## src/pep_pkg.sv

```systemverilog
// Shared types and constants of the pointer event generator.
package pep_pkg;

  localparam int CoordW = 16;
  localparam int DeltaW = 18;
  localparam int EdgeW  = 13;
  localparam int CodeW  = 8;
  localparam int CountW = 3;

  localparam logic [CountW-1:0] REPEAT_MAX      = 3'd4;
  localparam logic [CountW:0]   MAX_WHEEL_STEPS = 4'd5;

  // n / 10 == (n * 0xCCCD) >> 19 for every 16-bit n
  localparam logic [15:0] DIV10_MUL   = 16'hCCCD;
  localparam int          DIV10_SHIFT = 19;

  localparam logic REG_SCREEN_WIDTH  = 1'b0;
  localparam logic REG_SCREEN_HEIGHT = 1'b1;

  localparam logic [CodeW-1:0] CODE_CLICK    = 8'd1;
  localparam logic [CodeW-1:0] CODE_REPEAT   = 8'd2;
  localparam logic [CodeW-1:0] CODE_DOUBLE   = 8'd3;
  localparam logic [CodeW-1:0] CODE_WHEEL_DN = 8'd4;
  localparam logic [CodeW-1:0] CODE_WHEEL_UP = 8'd5;
  localparam logic [CodeW-1:0] CODE_PRESS    = 8'd6;
  localparam logic [CodeW-1:0] CODE_RELEASE  = 8'd7;
  localparam logic [CodeW-1:0] CODE_RIGHT    = 8'd8;

  typedef enum logic [2:0] {
    KIND_REL_X = 3'd0,
    KIND_REL_Y = 3'd1,
    KIND_WHEEL = 3'd2,
    KIND_LEFT  = 3'd3,
    KIND_RIGHT = 3'd4
  } kind_t;

  typedef enum logic [2:0] {
    ACT_NONE,
    ACT_CLICK,
    ACT_DOUBLE,
    ACT_WHEEL_DN,
    ACT_WHEEL_UP,
    ACT_PRESS,
    ACT_RELEASE,
    ACT_RIGHT
  } act_t;

  typedef struct packed {
    logic signed [DeltaW-1:0] dx;
    logic signed [DeltaW-1:0] dy;
    logic                     nz_x;
    logic                     nz_y;
    act_t                     act;
    logic [CountW-1:0]        total;
  } batch_t;

endpackage

```

## src/pointer_event_generator.sv

```systemverilog
// Top level of the pointer event generator.
// Each request carries a pointer position and an optional gesture code and
// yields zero to seven relative mouse events: an X delta and a Y delta when
// nonzero (each with a tenth of any off-screen overshoot added), then the
// events of the gesture. A request enters the front stage when it is free,
// waits there for the event register, where its events leave at one per
// cycle while out_stall is low; one with none passes through without using
// the event stage. The front stage forms the raw deltas and overshoot, the
// second stage scales the overshoot by one multiply, and the next request
// waits in the front stage while the current events drain. The user must
// write screen size through the register port while no request is in
// flight; the block does not enforce this.
module pointer_event_generator (
  input  logic                               clk,
  input  logic                               rst,
  input  logic                               wr_en,
  input  logic                               wr_index,
  input  logic [pep_pkg::EdgeW-1:0]          wr_data,
  input  logic                               in_valid,
  output logic                               in_stall,
  input  logic signed [pep_pkg::CoordW-1:0]  pos_x,
  input  logic signed [pep_pkg::CoordW-1:0]  pos_y,
  input  logic                               has_code,
  input  logic [pep_pkg::CodeW-1:0]          gesture_code,
  output logic                               out_valid,
  input  logic                               out_stall,
  output logic [2:0]                         event_kind,
  output logic signed [pep_pkg::DeltaW-1:0]  event_value,
  output logic                               last_event
);
  import pep_pkg::*;

  function automatic logic signed [DeltaW-1:0] axis_diff(
    input logic signed [CoordW-1:0] pos,
    input logic signed [CoordW-1:0] prev
  );
    return {{2{pos[CoordW-1]}}, pos} - {{2{prev[CoordW-1]}}, prev};
  endfunction

  function automatic logic [CoordW-1:0] overshoot(
    input logic signed [CoordW-1:0] pos,
    input logic [EdgeW-1:0]         edge_px
  );
    logic signed [CoordW:0] neg;
    logic signed [CoordW:0] over;
    neg  = -{pos[CoordW-1], pos};
    over = {pos[CoordW-1], pos} - $signed({4'b0000, edge_px});
    if (pos[CoordW-1]) return neg[CoordW-1:0];
    else if (over > 17'sd0) return over[CoordW-1:0];
    else return '0;
  endfunction

  function automatic logic signed [DeltaW-1:0] apply_over(
    input logic signed [DeltaW-1:0] diff,
    input logic [CoordW-1:0]        mag,
    input logic                     sub
  );
    logic [31:0]              prod;
    logic signed [DeltaW-1:0] q;
    prod = {16'b0, mag} * {16'b0, DIV10_MUL};
    q    = $signed({5'b0, prod[31:DIV10_SHIFT]});
    return sub ? diff - q : diff + q;
  endfunction

  logic [EdgeW-1:0]         screen_width;
  logic [EdgeW-1:0]         screen_height;
  logic signed [CoordW-1:0] prev_x;
  logic signed [CoordW-1:0] prev_y;
  logic [CodeW-1:0]         prev_code;
  logic [CountW-1:0]        repeat_count;

  logic                     valid1;
  logic signed [DeltaW-1:0] s1_diff_x;
  logic signed [DeltaW-1:0] s1_diff_y;
  logic [CoordW-1:0]        s1_mag_x;
  logic [CoordW-1:0]        s1_mag_y;
  logic                     s1_sub_x;
  logic                     s1_sub_y;
  act_t                     s1_act;
  logic [CountW-1:0]        s1_gcount;

  logic                     valid2;
  batch_t                   batch;
  logic [CountW-1:0]        idx;

  logic [CodeW-1:0]         act_code;
  logic [CodeW-1:0]         prev_code_next;
  logic [CountW-1:0]        repeat_count_next;
  logic [CountW:0]          steps_w;
  logic [CountW-1:0]        steps;
  act_t                     act_next;
  logic [CountW-1:0]        gcount_next;
  batch_t                   batch_next;

  kind_t                    sel_kind;
  logic                     sel_last;
  logic                     s2_free;
  logic                     adv1;
  logic                     accept_in;

  always_comb begin
    act_code          = gesture_code;
    prev_code_next    = prev_code;
    repeat_count_next = repeat_count;
    if (has_code) begin
      if (gesture_code == CODE_REPEAT) begin
        act_code = prev_code;
        if (repeat_count < REPEAT_MAX) repeat_count_next = repeat_count + 3'd1;
      end else begin
        prev_code_next    = gesture_code;
        repeat_count_next = '0;
      end
    end
    steps_w = {1'b0, repeat_count_next} + 4'd1;
    steps   = (steps_w > MAX_WHEEL_STEPS) ? MAX_WHEEL_STEPS[CountW-1:0]
                                          : steps_w[CountW-1:0];
    act_next    = ACT_NONE;
    gcount_next = '0;
    if (has_code) begin
      case (act_code)
        CODE_CLICK:    begin act_next = ACT_CLICK;    gcount_next = 3'd2;  end
        CODE_DOUBLE:   begin act_next = ACT_DOUBLE;   gcount_next = 3'd4;  end
        CODE_WHEEL_DN: begin act_next = ACT_WHEEL_DN; gcount_next = steps; end
        CODE_WHEEL_UP: begin act_next = ACT_WHEEL_UP; gcount_next = steps; end
        CODE_PRESS:    begin act_next = ACT_PRESS;    gcount_next = 3'd1;  end
        CODE_RELEASE:  begin act_next = ACT_RELEASE;  gcount_next = 3'd1;  end
        CODE_RIGHT:    begin act_next = ACT_RIGHT;    gcount_next = 3'd2;  end
        default:       begin act_next = ACT_NONE;     gcount_next = '0;    end
      endcase
    end
  end

  always_comb begin
    batch_next.dx    = apply_over(s1_diff_x, s1_mag_x, s1_sub_x);
    batch_next.dy    = apply_over(s1_diff_y, s1_mag_y, s1_sub_y);
    batch_next.nz_x  = (batch_next.dx != '0);
    batch_next.nz_y  = (batch_next.dy != '0);
    batch_next.act   = s1_act;
    batch_next.total = {2'b0, batch_next.nz_x} + {2'b0, batch_next.nz_y} + s1_gcount;
  end

  pep_event_sel u_sel (
    .batch (batch),
    .idx   (idx),
    .kind  (sel_kind),
    .value (event_value),
    .last  (sel_last)
  );

  assign event_kind = sel_kind;
  assign last_event = sel_last;
  assign out_valid  = valid2;
  assign s2_free    = !valid2 || (!out_stall && sel_last);
  assign adv1       = valid1 && s2_free;
  assign in_stall   = valid1 && !s2_free;
  assign accept_in  = in_valid && !in_stall;

  always_ff @(posedge clk) begin
    if (rst) begin
      screen_width  <= 13'd1920;
      screen_height <= 13'd1080;
      prev_x        <= '0;
      prev_y        <= '0;
      prev_code     <= '0;
      repeat_count  <= '0;
      valid1        <= 1'b0;
      valid2        <= 1'b0;
      idx           <= '0;
    end else begin
      if (wr_en) begin
        case (wr_index)
          REG_SCREEN_WIDTH:  screen_width  <= wr_data;
          REG_SCREEN_HEIGHT: screen_height <= wr_data;
          default: ;
        endcase
      end

      if (accept_in) begin
        prev_x       <= pos_x;
        prev_y       <= pos_y;
        prev_code    <= prev_code_next;
        repeat_count <= repeat_count_next;
        valid1       <= 1'b1;
      end else if (adv1) begin
        valid1 <= 1'b0;
      end

      if (adv1) begin
        valid2 <= (batch_next.total != '0);
        idx    <= '0;
      end else if (valid2 && !out_stall) begin
        if (sel_last) valid2 <= 1'b0;
        else idx <= idx + 3'd1;
      end
    end
  end

  always_ff @(posedge clk) begin
    if (accept_in) begin
      s1_diff_x <= axis_diff(pos_x, prev_x);
      s1_diff_y <= axis_diff(pos_y, prev_y);
      s1_mag_x  <= overshoot(pos_x, screen_width);
      s1_mag_y  <= overshoot(pos_y, screen_height);
      s1_sub_x  <= pos_x[CoordW-1];
      s1_sub_y  <= pos_y[CoordW-1];
      s1_act    <= act_next;
      s1_gcount <= gcount_next;
    end
    if (adv1) batch <= batch_next;
  end

endmodule

```

## src/pep_event_sel.sv

```systemverilog
// Picks the event at a given position of one request's event list.
module pep_event_sel (
  input  pep_pkg::batch_t                    batch,
  input  logic [pep_pkg::CountW-1:0]         idx,
  output pep_pkg::kind_t                     kind,
  output logic signed [pep_pkg::DeltaW-1:0]  value,
  output logic                               last
);
  import pep_pkg::*;

  logic [1:0]        offset;
  logic [CountW-1:0] k;

  always_comb begin
    offset = {1'b0, batch.nz_x} + {1'b0, batch.nz_y};
    k      = idx - {1'b0, offset};
    last   = (idx == batch.total - 3'd1);
    kind   = KIND_LEFT;
    value  = '0;
    if (batch.nz_x && idx == '0) begin
      kind  = KIND_REL_X;
      value = batch.dx;
    end else if (idx < {1'b0, offset}) begin
      kind  = KIND_REL_Y;
      value = batch.dy;
    end else begin
      case (batch.act)
        ACT_CLICK, ACT_DOUBLE: begin
          kind  = KIND_LEFT;
          value = k[0] ? 18'sd0 : 18'sd1;
        end
        ACT_WHEEL_DN: begin
          kind  = KIND_WHEEL;
          value = -18'sd1;
        end
        ACT_WHEEL_UP: begin
          kind  = KIND_WHEEL;
          value = 18'sd1;
        end
        ACT_PRESS: begin
          kind  = KIND_LEFT;
          value = 18'sd1;
        end
        ACT_RELEASE: begin
          kind  = KIND_LEFT;
          value = 18'sd0;
        end
        ACT_RIGHT: begin
          kind  = KIND_RIGHT;
          value = k[0] ? 18'sd0 : 18'sd1;
        end
        default: begin
          kind  = KIND_LEFT;
          value = 18'sd0;
        end
      endcase
    end
  end

endmodule

```

## config.mk

```make
export PLATFORM = sky130hd
export DESIGN_NAME = pointer_event_generator
export DESIGN_NICKNAME = d
export VERILOG_FILES = /design/src/pep_pkg.sv /design/src/pointer_event_generator.sv /design/src/pep_event_sel.sv
export SDC_FILE = /design/constraint.sdc
export NUM_CORES = 1
export LEC_CHECK = 0
export BUFFER_PORTS_ARGS = -buffer_cell sky130_fd_sc_hd__buf_2
export CAP_MARGIN = 0
export CORE_AREA = 10 10 209 211
export CTS_BUF_LIST = sky130_fd_sc_hd__clkbuf_16
export DETAILED_ROUTE_END_ITERATION = 10
export DIE_AREA = 0 0 219 221
export PLACE_DENSITY = 0.75
export SYNTH_ARGS = -nofsm -noshare
export SYNTH_HDL_FRONTEND = slang
export SYNTH_SLANG_ARGS = --single-unit
```

## constraint.sdc

```tcl
create_clock -name clk -period 9.25 [get_ports clk]
set_input_delay 0.925 -clock clk [delete_from_list [all_inputs] [get_ports clk]]
set_output_delay 0.925 -clock clk [all_outputs]
set_load 0.02 [all_outputs]
```

==> results.toml <==
[die]
initial_utilization_pct = 54.5
die_area_um2 = 48400
core_um2 = 39500
rows = 73
io_pins = 84
die_y_um = 221
die_w_um = 219

[yosys]
netlist.area_leader.share_pct = 21.3
synth_nets = 2931
async_reset_ff_share_pct = 0
ys.flop_type = "edfxtp_1"
synth-edff-count = 118
synth_cells = 2336
yosys.area.top_type = "ha_1"
ys_seq_area_share_pct = 23.4
synth.area.top_cells = "ha_1 (21%), edfxtp_1 (16%), fa_1 (16%), inv_1 (7.4%), dfxtp_1 (6.9%)"
mappedNetlistArea_um2 = 21500
ys_types = 78
ys_ff_latch = 192
syn_area_per_cell_um2 = 9.21
ys_warn_count = 0

[global_route]
grt_pass1_vias = 16850
grtUsageTotal_pct = 21.6
grt_start_max_net_pins = 75
grt_pass1_wl_um = 84500
grt_antenna_before_repair = 1
grt_remaining_overflow = 0

[run_status]
status = "finished, final reports clean"

[cts]
clk_path_buf_depth = 2
htreeDepth = 4
root_buffer = "clkbuf_16"
cts_tree = "done"
path_clk_slew_ns = 0.07
cts_made_buffers = 17
insertion_delay_ns = 0.45
numClockSinks = 192
hold_buffers = 0

[routing]
via_count = 16721
vias_per_cell = 5.56
drt-initial-drc-count = 1052
dr.pass1.iters = 5
post_drt_wl_per_cell_um = 17.5
remaining_drc_errors = 0
wl_um = 52700
antenna_left = 0

[cells_and_area]
nets = 3062
syn_to_final_growth_pct = 11.2
drive_gt1_share_pct = 11.0
multi_input_area_um2 = 15100
final_common_cell = "inv_1"
ff_latch_area_um2 = 5020
n_fill_cell = 3274
layout_common_cells = "inv_1 (425), ha_1 (351), nand2_1 (200), fa_1 (167), a21oi_1 (156)"

[timing]
worst_pin_slew_ns = 1.11
clock.fmax_mhz = 109
grt_setup_unrepaired = "true"
min_period_over_period_pct = 99.5
setup_viol_count_final = 0
finalCriticalPeriod_ns = 9.20
fin_setup_tns_ns = 0
slew_viol_final = 0
hold_violations = 0
maxSlewHeadroom_pct = 25.3
clock_skew_ns = 0.0150
hold_slack_ns = 0.429

[worst_setup_path]
cp_slowest_cell = "fa_1"
crit_fanout = 6
cp_data_required_time_ns = 9.55
slowest_delay_ns = 0.55
crit_arrival_ns = 9.50
crit_type = "reg2reg"
critPathLaunchType = "flip-flop"
cp-end-kind = "flip-flop"

[flow_run]
cap_violations = 0

[place]
dp_hpwl_um = 43800
finalWeightedCongestion = 0.999
io_buffers = 83

[min_path]
hp-class = "reg2reg"
==> synth_stat cells, drive strengths merged (8+ instances only) <==
cell type,instances
and3,13
dfxtp,74
nor2,141
a31oi,11
nand3,28
o31ai,15
o21ai,70
fa,168
xnor2,98
a21oi,166
a211oi,16
xor2,56
inv,427
nand2b,20
a211o,8
or2,9
nand2,200
a21o,21
o21a,20
and2,16
clkbuf,33
nand4,11
ha,367
nor3,42
a21boi,16
edfxtp,118
nor4,13
a22o,13
or3,11
o211ai,8
nor2b,23
a41o,9
==> cells by family (layout without fill, tap and decap cells) <==
logic type / count (synthesis) / count (layout) / synth area share (%)
xor gates and xnor gates: 154 / 154 / 6.34
adders and majority gates: 535 / 535 / 37.0
muxes: 4 / 4 / 0.198
other: 0 / 1 / 0
AOI/OAI and AO/OA: 431 / 431 / 13.0
buffers and inverters: 466 / 610 / 8.13
DFF: 192 / 192 / 23.4
and+or+nand+nor: 554 / 554 / 12.1
==> registers in the layout, indices dropped and copies added (netlist names), 8 cells and up <==
name           flops
screen_height     13
s1_diff_y         17
prev_y            16
prev_code          8
screen_width      13
s1_diff_x         17
prev_x            16
s1_mag_y          16
s1_mag_x          16
batch             44
==> routing by layer <==
| layer | share of wire (%) | wire [um] | vias up | global-route usage (%) |
|---|---|---|---|---|
| li1 | - | - | 8153 | - |
| met5 | 0 | 0 | - | 0 |
| met3 | 7.2 | 3780 | 89 | 5.42 |
| met2 | 46 | 24100 | 493 | 34.3 |
| met1 | 45 | 23600 | 7986 | 28.5 |
| met4 | 2.5 | 1310 | 0 | 5.99 |
==> worst max-delay path: cells and delay by family (launching register included) <==
family / cells / cell delay [ns]
flip-flops: 1 / 0.50
AND/OR/NAND/NOR: 7 / 1.25
buffers and inverters: 5 / 0.27
multiplexers: 1 / 0.43
AO/OA/AOI/OAI: 10 / 1.99
XOR/XNOR: 4 / 0.77
adder cells (fa/ha/maj): 10 / 3.83
==> through the flow <==
stage	utilization (%)	setup WS, ns	area, um2	cells
2_1_floorplan	-	0.489	21500	2336
3_3_place_gp	57.7	0.0675	22800	2944
3_5_place_dp	57.7	-0.222	22800	2944
4_1_cts	59.3	0.00647	23400	2982
5_1_grt	60.6	-0.407	23900	3006
6_report	60.6	0.0452	23900	3006
==> what timing repair did <==
action | CTS | global route
setup buffers | 6 | 23
pin swaps | 5 | 32
gates resized for setup | 7 | 60
endpoints found under the setup margin | 3 | 5
hold endpoints to repair | 0 | 0
==> final cells by class <==
cell class	instances	share of cell area, %
Timing Repair Buffer	151	3.87
Clock inverter	13	0.397
Antenna cell	1	0.0105
Inverter	427	6.71
Clock buffer	19	1.99
Multi-Input combinational cell	1678	63.3
Sequential cell	192	21.0
Tap cell	525	2.75
==> worst paths after layout <==
path | start | endpoint | slack (ns) | depth (start not counted)
worst min-delay path | s1_act[2] | batch[5] | 0.43 | 0
worst max-delay path | s1_mag_x[2] | out_valid | 0.05 | 37
worst min register to register | s1_act[2] | batch[5] | 0.43 | 0
worst max register to register | s1_mag_x[2] | out_valid | 0.05 | 37
Power is left out: the tool's default activity adds up to more than one toggle a clock period on the data nets, which glitch-free logic cannot reach.
